==> src/rsc_pkg.sv <==
`default_nettype none

package rsc_pkg;

	// Stack and number format.
	localparam int STACK_DEPTH = 16;
	localparam int DATA_W      = 32;
	localparam int FRAC_W      = 16;
	localparam int DEPTH_W     = $clog2(STACK_DEPTH + 1);
	localparam int ADDR_W      = $clog2(STACK_DEPTH);
	localparam int OUT_DEPTH_W = 5;
	localparam int STATUS_W    = 3;
	localparam int OPS_W       = 16;
	localparam int OP_W        = 2;

	// Intermediate result is wide enough for a shifted product or a quotient.
	localparam int QUOT_W    = DATA_W + FRAC_W;
	localparam int WIDE_W    = QUOT_W + 2;
	localparam int DIV_RADIX = 2;
	localparam int DIV_STEPS = QUOT_W / DIV_RADIX;
	localparam int DIV_CNT_W = $clog2(DIV_STEPS);

	// Status codes.
	localparam logic [STATUS_W-1:0] ST_OK      = 3'd0;
	localparam logic [STATUS_W-1:0] ST_FULL    = 3'd1;
	localparam logic [STATUS_W-1:0] ST_FEW     = 3'd2;
	localparam logic [STATUS_W-1:0] ST_DIVZERO = 3'd3;
	localparam logic [STATUS_W-1:0] ST_SAT     = 3'd4;

	// Operator codes and item kinds.
	localparam logic [OP_W-1:0] OP_ADD = 2'd0;
	localparam logic [OP_W-1:0] OP_SUB = 2'd1;
	localparam logic [OP_W-1:0] OP_MUL = 2'd2;
	localparam logic [OP_W-1:0] OP_DIV = 2'd3;
	localparam logic KIND_OPER = 1'b1;

	// Microprogram step addresses.
	localparam int UPC_W = 5;
	localparam logic [UPC_W-1:0] S_OUT     = 5'd0;
	localparam logic [UPC_W-1:0] S_WAIT    = 5'd1;
	localparam logic [UPC_W-1:0] S_KIND    = 5'd2;
	localparam logic [UPC_W-1:0] S_CHKFULL = 5'd3;
	localparam logic [UPC_W-1:0] S_PUSH    = 5'd4;
	localparam logic [UPC_W-1:0] S_FULL    = 5'd5;
	localparam logic [UPC_W-1:0] S_RDB     = 5'd6;
	localparam logic [UPC_W-1:0] S_RDA     = 5'd7;
	localparam logic [UPC_W-1:0] S_LDA     = 5'd8;
	localparam logic [UPC_W-1:0] S_CHKMUL  = 5'd9;
	localparam logic [UPC_W-1:0] S_ADDSUB  = 5'd10;
	localparam logic [UPC_W-1:0] S_MUL     = 5'd11;
	localparam logic [UPC_W-1:0] S_MULSH   = 5'd12;
	localparam logic [UPC_W-1:0] S_DIVCHK  = 5'd13;
	localparam logic [UPC_W-1:0] S_DIVINIT = 5'd14;
	localparam logic [UPC_W-1:0] S_DIVLOOP = 5'd15;
	localparam logic [UPC_W-1:0] S_DIVSIGN = 5'd16;
	localparam logic [UPC_W-1:0] S_COMMIT  = 5'd17;
	localparam logic [UPC_W-1:0] S_DZ      = 5'd18;
	localparam logic [UPC_W-1:0] S_FEW     = 5'd19;

	// Jump conditions; a step falls through to the next address when false.
	localparam int COND_W = 4;
	localparam logic [COND_W-1:0] C_NEVER   = 4'd0;
	localparam logic [COND_W-1:0] C_ALWAYS  = 4'd1;
	localparam logic [COND_W-1:0] C_NOFIRE  = 4'd2;
	localparam logic [COND_W-1:0] C_KIND    = 4'd3;
	localparam logic [COND_W-1:0] C_FULL    = 4'd4;
	localparam logic [COND_W-1:0] C_FEW     = 4'd5;
	localparam logic [COND_W-1:0] C_DIV     = 4'd6;
	localparam logic [COND_W-1:0] C_MUL     = 4'd7;
	localparam logic [COND_W-1:0] C_BZERO   = 4'd8;
	localparam logic [COND_W-1:0] C_DIVMORE = 4'd9;
	localparam logic [COND_W-1:0] C_OUTBUSY = 4'd10;

	// Sources for the wide result register.
	localparam logic [1:0] W_NONE   = 2'd0;
	localparam logic [1:0] W_ADDSUB = 2'd1;
	localparam logic [1:0] W_MUL    = 2'd2;
	localparam logic [1:0] W_DIV    = 2'd3;

	typedef struct packed {
		logic [COND_W-1:0]   cond;
		logic [UPC_W-1:0]    target;
		logic                in_rdy;
		logic                rd_sec;
		logic                ld_b;
		logic                ld_a;
		logic [1:0]          wide_sel;
		logic                mul_go;
		logic                div_start;
		logic                div_step;
		logic                push;
		logic                commit;
		logic                st_set;
		logic [STATUS_W-1:0] st_code;
		logic                emit;
	} uword_t;

	typedef struct packed {
		logic kind;
		logic full;
		logic few;
		logic is_div;
		logic is_mul;
		logic b_zero;
		logic div_more;
	} dp_flags_t;

	// The microprogram.
	function automatic uword_t ucode_rom(input logic [UPC_W-1:0] pc);
		uword_t w;
		w = '0;
		case (pc)
			S_OUT: begin
				w.emit = 1'b1;
				w.cond = C_OUTBUSY;
				w.target = S_OUT;
			end
			S_WAIT: begin
				w.in_rdy = 1'b1;
				w.cond = C_NOFIRE;
				w.target = S_WAIT;
			end
			S_KIND: begin
				w.cond = C_KIND;
				w.target = S_RDB;
			end
			S_CHKFULL: begin
				w.cond = C_FULL;
				w.target = S_FULL;
			end
			S_PUSH: begin
				w.push = 1'b1;
				w.cond = C_ALWAYS;
				w.target = S_OUT;
			end
			S_FULL: begin
				w.st_set = 1'b1;
				w.st_code = ST_FULL;
				w.cond = C_ALWAYS;
				w.target = S_OUT;
			end
			S_RDB: begin
				w.cond = C_FEW;
				w.target = S_FEW;
			end
			S_RDA: begin
				w.ld_b = 1'b1;
				w.rd_sec = 1'b1;
			end
			S_LDA: begin
				w.ld_a = 1'b1;
				w.cond = C_DIV;
				w.target = S_DIVCHK;
			end
			S_CHKMUL: begin
				w.cond = C_MUL;
				w.target = S_MUL;
			end
			S_ADDSUB: begin
				w.wide_sel = W_ADDSUB;
				w.cond = C_ALWAYS;
				w.target = S_COMMIT;
			end
			S_MUL: begin
				w.mul_go = 1'b1;
			end
			S_MULSH: begin
				w.wide_sel = W_MUL;
				w.cond = C_ALWAYS;
				w.target = S_COMMIT;
			end
			S_DIVCHK: begin
				w.cond = C_BZERO;
				w.target = S_DZ;
			end
			S_DIVINIT: begin
				w.div_start = 1'b1;
			end
			S_DIVLOOP: begin
				w.div_step = 1'b1;
				w.cond = C_DIVMORE;
				w.target = S_DIVLOOP;
			end
			S_DIVSIGN: begin
				w.wide_sel = W_DIV;
			end
			S_COMMIT: begin
				w.commit = 1'b1;
				w.cond = C_ALWAYS;
				w.target = S_OUT;
			end
			S_DZ: begin
				w.st_set = 1'b1;
				w.st_code = ST_DIVZERO;
				w.cond = C_ALWAYS;
				w.target = S_OUT;
			end
			S_FEW: begin
				w.st_set = 1'b1;
				w.st_code = ST_FEW;
				w.cond = C_ALWAYS;
				w.target = S_OUT;
			end
			default: begin
				w.cond = C_ALWAYS;
				w.target = S_WAIT;
			end
		endcase
		return w;
	endfunction

endpackage

`default_nettype wire

==> src/rpn_stack_calculator.sv <==
`default_nettype none

// Channel  Handshake            Payload
// input    in_valid/in_ready    kind, value, op
// output   out_valid/out_ready  status, top_value, depth, ops_done
//
// One item at a time. Push, stack full, too few operands, add/subtract,
// multiply, divide by zero and divide each end in a valid result beat; divide
// runs the two-bits-per-step divider.
// The next input beat is taken in the cycle after the result is registered,
// even while that result still waits for out_ready.
// Reset clears depth, operation count and sequencer; stack contents are not cleared.
// A stalled output holds the sequencer at its emit step until the beat is taken.

module rpn_stack_calculator
	import rsc_pkg::*;
(
	input  wire logic                clk,
	input  wire logic                arst_n,
	input  wire logic                in_valid,
	output logic                     in_ready,
	input  wire logic                kind,
	input  wire logic [DATA_W-1:0]   value,
	input  wire logic [OP_W-1:0]     op,
	output logic                     out_valid,
	input  wire logic                out_ready,
	output logic      [STATUS_W-1:0] status,
	output logic      [DATA_W-1:0]   top_value,
	output logic      [OUT_DEPTH_W-1:0] depth,
	output logic      [OPS_W-1:0]    ops_done
);

	uword_t                  uw;
	dp_flags_t               flags;
	logic                    fire;
	logic                    out_busy;
	logic [STATUS_W-1:0]     dp_status;
	logic [DATA_W-1:0]       dp_top;
	logic [DEPTH_W-1:0]      dp_depth;
	logic [OPS_W-1:0]        dp_ops;
	logic [OUT_DEPTH_W+DEPTH_W-1:0] depth_ext;

	logic                    out_valid_q;
	logic [STATUS_W-1:0]     status_q;
	logic [DATA_W-1:0]       top_q;
	logic [OUT_DEPTH_W-1:0]  depth_q;
	logic [OPS_W-1:0]        ops_q;

	assign in_ready = uw.in_rdy;
	assign fire     = in_valid & in_ready;
	assign out_busy = out_valid_q & ~out_ready;

	rsc_useq u_useq (
		.clk      (clk),
		.arst_n   (arst_n),
		.fire     (fire),
		.out_busy (out_busy),
		.flags    (flags),
		.uw       (uw)
	);

	rsc_dp u_dp (
		.clk       (clk),
		.arst_n    (arst_n),
		.fire      (fire),
		.kind      (kind),
		.value     (value),
		.op        (op),
		.uw        (uw),
		.flags     (flags),
		.status    (dp_status),
		.top_value (dp_top),
		.depth     (dp_depth),
		.ops_done  (dp_ops)
	);

	// The reported depth is the full stack count; OUT_DEPTH_W matches its width.
	assign depth_ext = {{OUT_DEPTH_W{1'b0}}, dp_depth};

	// Output register: loaded at the emit step once the previous beat is gone.
	always_ff @(posedge clk or negedge arst_n) begin
		if (!arst_n) begin
			out_valid_q <= 1'b0;
		end else if (uw.emit && !out_busy) begin
			out_valid_q <= 1'b1;
		end else if (out_ready) begin
			out_valid_q <= 1'b0;
		end
	end

	always_ff @(posedge clk) begin
		if (uw.emit && !out_busy) begin
			status_q <= dp_status;
			top_q    <= dp_top;
			depth_q  <= depth_ext[OUT_DEPTH_W-1:0];
			ops_q    <= dp_ops;
		end
	end

	assign out_valid = out_valid_q;
	assign status    = status_q;
	assign top_value = top_q;
	assign depth     = depth_q;
	assign ops_done  = ops_q;

endmodule

`default_nettype wire

==> src/rsc_stack.sv <==
`default_nettype none

module rsc_stack
	import rsc_pkg::*;
(
	input  wire logic              clk,
	input  wire logic              we,
	input  wire logic [ADDR_W-1:0] waddr,
	input  wire logic [DATA_W-1:0] wdata,
	input  wire logic [ADDR_W-1:0] raddr,
	output logic      [DATA_W-1:0] rdata
);

	logic [DATA_W-1:0] mem [STACK_DEPTH];
	logic [DATA_W-1:0] rdata_q;

	// One write port and one registered read port.
	always_ff @(posedge clk) begin
		if (we) begin
			mem[waddr] <= wdata;
		end
		rdata_q <= mem[raddr];
	end

	assign rdata = rdata_q;

endmodule

`default_nettype wire

==> src/rsc_div.sv <==
`default_nettype none

module rsc_div
	import rsc_pkg::*;
(
	input  wire logic              clk,
	input  wire logic              arst_n,
	input  wire logic              start,
	input  wire logic              step,
	input  wire logic [DATA_W-1:0] dividend_mag,
	input  wire logic [DATA_W-1:0] divisor_mag,
	output logic      [QUOT_W-1:0] quot,
	output logic                   more
);

	logic [QUOT_W-1:0]    q_q;
	logic [DATA_W-1:0]    rem_q;
	logic [DATA_W-1:0]    d_q;
	logic [DIV_CNT_W-1:0] cnt_q;
	logic [QUOT_W-1:0]    q_nxt;
	logic [DATA_W:0]      r_nxt;

	// Restoring division, DIV_RADIX quotient bits per step.
	always_comb begin
		q_nxt = q_q;
		r_nxt = {1'b0, rem_q};
		for (int i = 0; i < DIV_RADIX; i++) begin
			r_nxt = {r_nxt[DATA_W-1:0], q_nxt[QUOT_W-1]};
			q_nxt = {q_nxt[QUOT_W-2:0], 1'b0};
			if (r_nxt >= {1'b0, d_q}) begin
				r_nxt = r_nxt - {1'b0, d_q};
				q_nxt[0] = 1'b1;
			end
		end
	end

	// Dividend and partial remainder registers.
	always_ff @(posedge clk) begin
		if (start) begin
			q_q   <= {dividend_mag, {FRAC_W{1'b0}}};
			rem_q <= '0;
			d_q   <= divisor_mag;
		end else if (step) begin
			q_q   <= q_nxt;
			rem_q <= r_nxt[DATA_W-1:0];
		end
	end

	// Step counter.
	always_ff @(posedge clk or negedge arst_n) begin
		if (!arst_n) begin
			cnt_q <= '0;
		end else if (start) begin
			cnt_q <= '0;
		end else if (step) begin
			cnt_q <= cnt_q + DIV_CNT_W'(1);
		end
	end

	assign more = (cnt_q != DIV_CNT_W'(DIV_STEPS - 1));
	assign quot = q_q;

endmodule

`default_nettype wire

==> src/rsc_useq.sv <==
`default_nettype none

module rsc_useq
	import rsc_pkg::*;
(
	input  wire logic      clk,
	input  wire logic      arst_n,
	input  wire logic      fire,
	input  wire logic      out_busy,
	input  wire dp_flags_t flags,
	output uword_t         uw
);

	logic [UPC_W-1:0] pc_q;
	logic             take;

	assign uw = ucode_rom(pc_q);

	// Jump condition select.
	always_comb begin
		case (uw.cond)
			C_NEVER:   take = 1'b0;
			C_ALWAYS:  take = 1'b1;
			C_NOFIRE:  take = !fire;
			C_KIND:    take = flags.kind;
			C_FULL:    take = flags.full;
			C_FEW:     take = flags.few;
			C_DIV:     take = flags.is_div;
			C_MUL:     take = flags.is_mul;
			C_BZERO:   take = flags.b_zero;
			C_DIVMORE: take = flags.div_more;
			C_OUTBUSY: take = out_busy;
			default:   take = 1'b1;
		endcase
	end

	// Step counter.
	always_ff @(posedge clk or negedge arst_n) begin
		if (!arst_n) begin
			pc_q <= S_WAIT;
		end else if (take) begin
			pc_q <= uw.target;
		end else begin
			pc_q <= pc_q + UPC_W'(1);
		end
	end

endmodule

`default_nettype wire

==> src/rsc_dp.sv <==
`default_nettype none

module rsc_dp
	import rsc_pkg::*;
(
	input  wire logic                clk,
	input  wire logic                arst_n,
	input  wire logic                fire,
	input  wire logic                kind,
	input  wire logic [DATA_W-1:0]   value,
	input  wire logic [OP_W-1:0]     op,
	input  wire uword_t              uw,
	output dp_flags_t                flags,
	output logic      [STATUS_W-1:0] status,
	output logic      [DATA_W-1:0]   top_value,
	output logic      [DEPTH_W-1:0]  depth,
	output logic      [OPS_W-1:0]    ops_done
);

	logic                      kind_q;
	logic [DATA_W-1:0]         val_q;
	logic [OP_W-1:0]           op_q;
	logic signed [DATA_W-1:0]  a_q;
	logic signed [DATA_W-1:0]  b_q;
	logic signed [2*DATA_W-1:0] prod_q;
	logic signed [WIDE_W-1:0]  wide_q;
	logic [DATA_W-1:0]         top_q;
	logic [DEPTH_W-1:0]        depth_q;
	logic [OPS_W-1:0]          ops_q;
	logic [STATUS_W-1:0]       st_q;

	logic [DEPTH_W-1:0]  dm1;
	logic [DEPTH_W-1:0]  dm2;
	logic [ADDR_W-1:0]   raddr;
	logic [ADDR_W-1:0]   waddr;
	logic [DATA_W-1:0]   wdata;
	logic [DATA_W-1:0]   rdata;
	logic                we;
	logic [DATA_W-1:0]   a_mag;
	logic [DATA_W-1:0]   b_mag;
	logic [QUOT_W-1:0]   quot;
	logic                div_more;
	logic signed [WIDE_W-1:0] a_wide;
	logic signed [WIDE_W-1:0] b_wide;
	logic signed [WIDE_W-1:0] q_wide;
	logic                fits;
	logic                sat;
	logic [DATA_W-1:0]   clamp_r;

	// Stack addresses: reads below the current depth, pushes at it.
	assign dm1   = depth_q - DEPTH_W'(1);
	assign dm2   = depth_q - DEPTH_W'(2);
	assign raddr = uw.rd_sec ? dm2[ADDR_W-1:0] : dm1[ADDR_W-1:0];
	assign waddr = uw.push ? depth_q[ADDR_W-1:0] : dm2[ADDR_W-1:0];
	assign wdata = uw.push ? val_q : clamp_r;
	assign we    = uw.push | uw.commit;

	rsc_stack u_stack (
		.clk   (clk),
		.we    (we),
		.waddr (waddr),
		.wdata (wdata),
		.raddr (raddr),
		.rdata (rdata)
	);

	// Operand magnitudes for the divider.
	assign a_mag = a_q[DATA_W-1] ? (~a_q + DATA_W'(1)) : a_q;
	assign b_mag = b_q[DATA_W-1] ? (~b_q + DATA_W'(1)) : b_q;

	rsc_div u_div (
		.clk          (clk),
		.arst_n       (arst_n),
		.start        (uw.div_start),
		.step         (uw.div_step),
		.dividend_mag (a_mag),
		.divisor_mag  (b_mag),
		.quot         (quot),
		.more         (div_more)
	);

	assign a_wide = WIDE_W'(a_q);
	assign b_wide = WIDE_W'(b_q);
	assign q_wide = (a_q[DATA_W-1] ^ b_q[DATA_W-1]) ?
		-$signed({2'b00, quot}) : $signed({2'b00, quot});

	// Saturation to the 32-bit range.
	assign fits = (&wide_q[WIDE_W-1:DATA_W-1]) | ~(|wide_q[WIDE_W-1:DATA_W-1]);
	assign sat  = !fits;
	always_comb begin
		if (fits) begin
			clamp_r = wide_q[DATA_W-1:0];
		end else if (wide_q[WIDE_W-1]) begin
			clamp_r = {1'b1, {(DATA_W-1){1'b0}}};
		end else begin
			clamp_r = {1'b0, {(DATA_W-1){1'b1}}};
		end
	end

	// Item capture and operand registers.
	always_ff @(posedge clk) begin
		if (fire) begin
			kind_q <= kind;
			val_q  <= value;
			op_q   <= op;
		end
		if (uw.ld_b) begin
			b_q <= rdata;
		end
		if (uw.ld_a) begin
			a_q <= rdata;
		end
		if (uw.mul_go) begin
			prod_q <= a_q * b_q;
		end
	end

	// Wide result register.
	always_ff @(posedge clk) begin
		case (uw.wide_sel)
			W_ADDSUB: wide_q <= (op_q == OP_SUB) ? (a_wide - b_wide) : (a_wide + b_wide);
			W_MUL:    wide_q <= WIDE_W'(prod_q >>> FRAC_W);
			W_DIV:    wide_q <= q_wide;
			default:  wide_q <= wide_q;
		endcase
	end

	// Top of stack and status, updated by pushes, commits and errors.
	always_ff @(posedge clk) begin
		if (uw.push) begin
			top_q <= val_q;
			st_q  <= ST_OK;
		end else if (uw.commit) begin
			top_q <= clamp_r;
			st_q  <= sat ? ST_SAT : ST_OK;
		end else if (uw.st_set) begin
			st_q <= uw.st_code;
		end
	end

	// Depth and completed-operation count.
	always_ff @(posedge clk or negedge arst_n) begin
		if (!arst_n) begin
			depth_q <= '0;
			ops_q   <= '0;
		end else if (uw.push) begin
			depth_q <= depth_q + DEPTH_W'(1);
		end else if (uw.commit) begin
			depth_q <= dm1;
			ops_q   <= ops_q + OPS_W'(1);
		end
	end

	assign flags.kind     = (kind_q == KIND_OPER);
	assign flags.full     = (depth_q >= DEPTH_W'(STACK_DEPTH));
	assign flags.few      = (depth_q < DEPTH_W'(2));
	assign flags.is_div   = (op_q == OP_DIV);
	assign flags.is_mul   = (op_q == OP_MUL);
	assign flags.b_zero   = (b_q == '0);
	assign flags.div_more = div_more;

	assign status    = st_q;
	assign top_value = (depth_q == '0) ? '0 : top_q;
	assign depth     = depth_q;
	assign ops_done  = ops_q;

endmodule

`default_nettype wire
==> config.mk <==
export PLATFORM = sky130hd
export DESIGN_NAME = rpn_stack_calculator
export DESIGN_NICKNAME = d
export VERILOG_FILES = /design/src/rsc_pkg.sv /design/src/rpn_stack_calculator.sv /design/src/rsc_stack.sv /design/src/rsc_div.sv /design/src/rsc_useq.sv /design/src/rsc_dp.sv
export SDC_FILE = /design/constraint.sdc
export NUM_CORES = 2
export LEC_CHECK = 0
export BUFFER_PORTS_ARGS = -buffer_cell sky130_fd_sc_hd__buf_2
export CAP_MARGIN = 30
export CELL_PAD_IN_SITES_DETAIL_PLACEMENT = 0
export CELL_PAD_IN_SITES_GLOBAL_PLACEMENT = 2
export CORE_ASPECT_RATIO = 1.1
export CORE_MARGIN = 2
export CORE_UTILIZATION = 40
export DETAILED_ROUTE_END_ITERATION = 7
export PLACE_DENSITY = 0.72
export SLEW_MARGIN = 15
export SYNTH_ARGS = -nofsm -noshare
export SYNTH_HDL_FRONTEND = slang
export SYNTH_SLANG_ARGS = --single-unit
==> constraint.sdc <==
create_clock -name clk -period 18 [get_ports clk]
set_clock_uncertainty 0.2 [all_clocks]
set_input_delay 3.6 -clock clk [delete_from_list [all_inputs] [get_ports clk]]
set_output_delay 3.6 -clock clk [all_outputs]
set_load 0.02 [all_outputs]
==> impl_metrics.json <==
{
  "netlist_area_um2": 80200,
  "synth_fp_nets": 8439,
  "netlist_top_cells_area": "edfxtp_1 (32%), fa_1 (27%), inv_1 (5.0%), ha_1 (4.6%), and2_1 (4.0%)",
  "finalInstanceArea_um2": 87200,
  "drtIter0Drc": 3602,
  "post_cts_buffers": 0,
  "syn-instance-count": 7023,
  "track_usage_pct": 23.0,
  "route.detailed.drc": 0,
  "cts_hold_buf": 0,
  "rr_worst_depth": 23,
  "synth_edf_count": 861,
  "h-tree-depth": 3,
  "slew_viol_final": 0,
  "hold_slack_ns": 0.219,
  "final_util_pct": 43.7,
  "routabilityCongestion": 0.837,
  "initial_core_util_pct": 40.2,
  "dp_hpwl_mm": 161,
  "clk_latency_ns": 0.74,
  "cp_max_fo": 19,
  "core_area_um2": 199000,
  "vias": 51200,
  "hold_depth": 0,
  "io_pins": 97,
  "yosysTopAreaCell": "edfxtp_1",
  "final_hold_viol_count": 0,
  "die_w_um": 431,
  "slew_headroom_pct": 32.6,
  "die-area_um2": 204000,
  "grt_pass1_vias": 55100,
  "gr-usage-met1_pct": 31.4,
  "cts_tree": "yes",
  "wl_mm": 230,
  "chipHeight_um": 474,
  "yosys_warnings": 0,
  "syn_to_final_growth_pct": 8.76,
  "grt-ovfl-total": 0,
  "final_cell_mix": "fa_1 (1084), inv_1 (1058), edfxtp_1 (861)",
  "num-fill-cells": 18700,
  "fin_crit_sh_pct": 52.8,
  "busiest_layer": "met2",
  "synthDistinctLibCells": 89,
  "synth_compound_area_share_pct": 6.44,
  "outcome": "complete, no violations",
  "drv_cap": 0,
  "hp-class": "flop to flop",
  "yosys_register_bits": 976,
  "ys_seq_area_share_pct": 35.3,
  "place_area_um2": 83900,
  "drt-vias-per-instance": 5.28,
  "synth-xor-area-share_pct": 3.31,
  "layout_commonest_cell": "fa_1",
  "critPathArrivalTime_ns": 9.75,
  "antenna_found_initial": 8,
  "clk_pin_slew_ns": 0.06,
  "setup_viol": 0,
  "synthMuxAreaShare_pct": 4.78,
  "yosysTopAreaCellShare_pct": 32.2,
  "gr-usage-met3_pct": 2.23,
  "ys.flop_type": "edfxtp_1",
  "fmax_mhz": 105,
  "post-route-min-period_ns": 9.50,
  "antenna_left": 0,
  "start_kind": "flop",
  "grt_use_met2_pct": 39.5,
  "final.setup.tns_ns": 0,
  "nets": 8404,
  "cts_root_buf": "clkbuf_16",
  "final_layout_size_suffix_gt1_share_pct": 8.82,
  "critPathKind": "flop to flop",
  "grt_pass1_wl_mm": 354,
  "max-clock-path-buffers": 3,
  "drtPass1Iterations": 5,
  "cts_inserted_buffers": 100,
  "synth-simple-area-share_pct": 11.7,
  "rsz0062_at_grt": "false",
  "clock_sinks": 976,
  "drt-wirelength-per-cell_um": 23.7,
  "cp-end-kind": "flop",
  "synthArstFlopShare_pct": 3.28,
  "tightest_slew_ns": 1.01,
  "grt_max_degree": 102,
  "synthAdderAreaFrac_pct": 31.6,
  "synth_top_family_by_area": "adder cells",
  "ctsResizeCount": 0,
  "rows": 172,
  "critPathRequiredTime_ns": 18.25,
  "portBuffers": 96,
  "syn_avg_cell_area_um2": 11.4
}
-- cell families (layout without fill, tap and decap cells) --
kind of cell / after synthesis / after routing
fa+ha+maj: 1377 / 1377
flops: 976 / 976
mux: 222 / 222
other cells: 0 / 2
simple gates: 1863 / 1863
compound gates: 825 / 825
xor+xnor: 303 / 303
buf+inv: 1457 / 1505
-- routing by layer --
metal	routed length (um)	share of wire, %	up-vias
met4	5340	2.3	2
met2	114000	50	1098
li1	-	-	22900
met5	20	0.0087	-
met3	9360	4.1	268
met1	101000	44	26900
-- flip-flops by register name, indices dropped and copies added (netlist names), 16 cells and up --
register	count
ops_done	16
top_value	32
u_dp.a_q	32
u_dp.b_q	32
u_dp.ops_done	16
u_dp.prod_q	48
u_dp.top_q	32
u_dp.u_div.d_q	32
u_dp.u_div.quot	48
u_dp.u_div.rem_q	32
u_dp.u_stack.mem	512
u_dp.u_stack.rdata	32
u_dp.val_q	32
u_dp.wide_q	50
-- cells in the mapped netlist (all sizes together) (29+ instances only) --
cell / instances
mux4: 128
inv: 1060
dfrtp: 31
nor2: 200
buf: 60
nor3: 57
nand2: 714
fa: 1084
a21o: 77
and2: 517
o21ai: 219
a211oi: 57
dfxtp: 83
clkbuf: 335
ha: 293
nor4: 29
nand3: 70
a21oi: 235
xnor2: 165
a22oi: 31
nand2b: 39
and3: 34
nor2b: 115
edfxtp: 861
xor2: 138
mux2i: 85
-- stage by stage --
| step | setup slack (ns) | instances |
|---|---|---|
| 5_1_grt | 7.95 | 9681 |
| 6_report | 8.50 | 9683 |
| 3_5_place_dp | 8.52 | 9490 |
| 2_1_floorplan | 9.40 | 7023 |
| 4_1_cts | 8.46 | 9675 |
| 3_3_place_gp | 8.43 | 9484 |
-- critical path, cell delays in order (launching register included) --
cell and delay [ns]:
edfxtp_1 1.01, buf_4 0.48, and2_1 0.21, fa_1 0.44
fa_1 0.55, inv_1 0.06, fa_1 0.50, fa_1 0.51
inv_1 0.05, fa_1 0.56, fa_1 0.46, fa_1 0.57
fa_1 0.43, ha_1 0.45, and4_1 0.32, nand3_1 0.09
a211o_1 0.25, a21oi_1 0.64, o211ai_1 0.27, nand3_1 0.19
a41oi_1 0.19, a2111oi_0 0.53, nor2_1 0.10, xnor2_1 0.14
-- worst paths after layout --
path | to | start | slack [ns]
setup reg to reg | u_dp.prod_q[59] | u_dp.a_q[19] | 8.50
max in group asynchronous | u_useq.pc_q[4] | arst_n | 14.28
hold / removal | u_dp.b_q[14] | u_dp.u_stack.rdata[14] | 0.22
hold reg to reg | u_dp.b_q[14] | u_dp.u_stack.rdata[14] | 0.22
min in group asynchronous | u_dp.ops_done[4] | arst_n | 2.76
setup / recovery | u_dp.prod_q[59] | u_dp.a_q[19] | 8.50
-- cell type report --
class / instances / area (um2) / area share, %
flip-flops and latches: 976 / 28300 / 32.5
inverters: 1062 / 3990 / 4.57
clock buffers: 128 / 2660 / 3.05
well taps: 2610 / 3270 / 3.74
diodes: 2 / 5.00 / 0.00574
clock inverters: 57 / 644 / 0.739
repair buffers: 258 / 1730 / 1.98
multi-input cells: 4590 / 46600 / 53.4
Power is left out: the tool's default activity adds up to more than one toggle a clock period on the data nets, which glitch-free logic cannot reach.
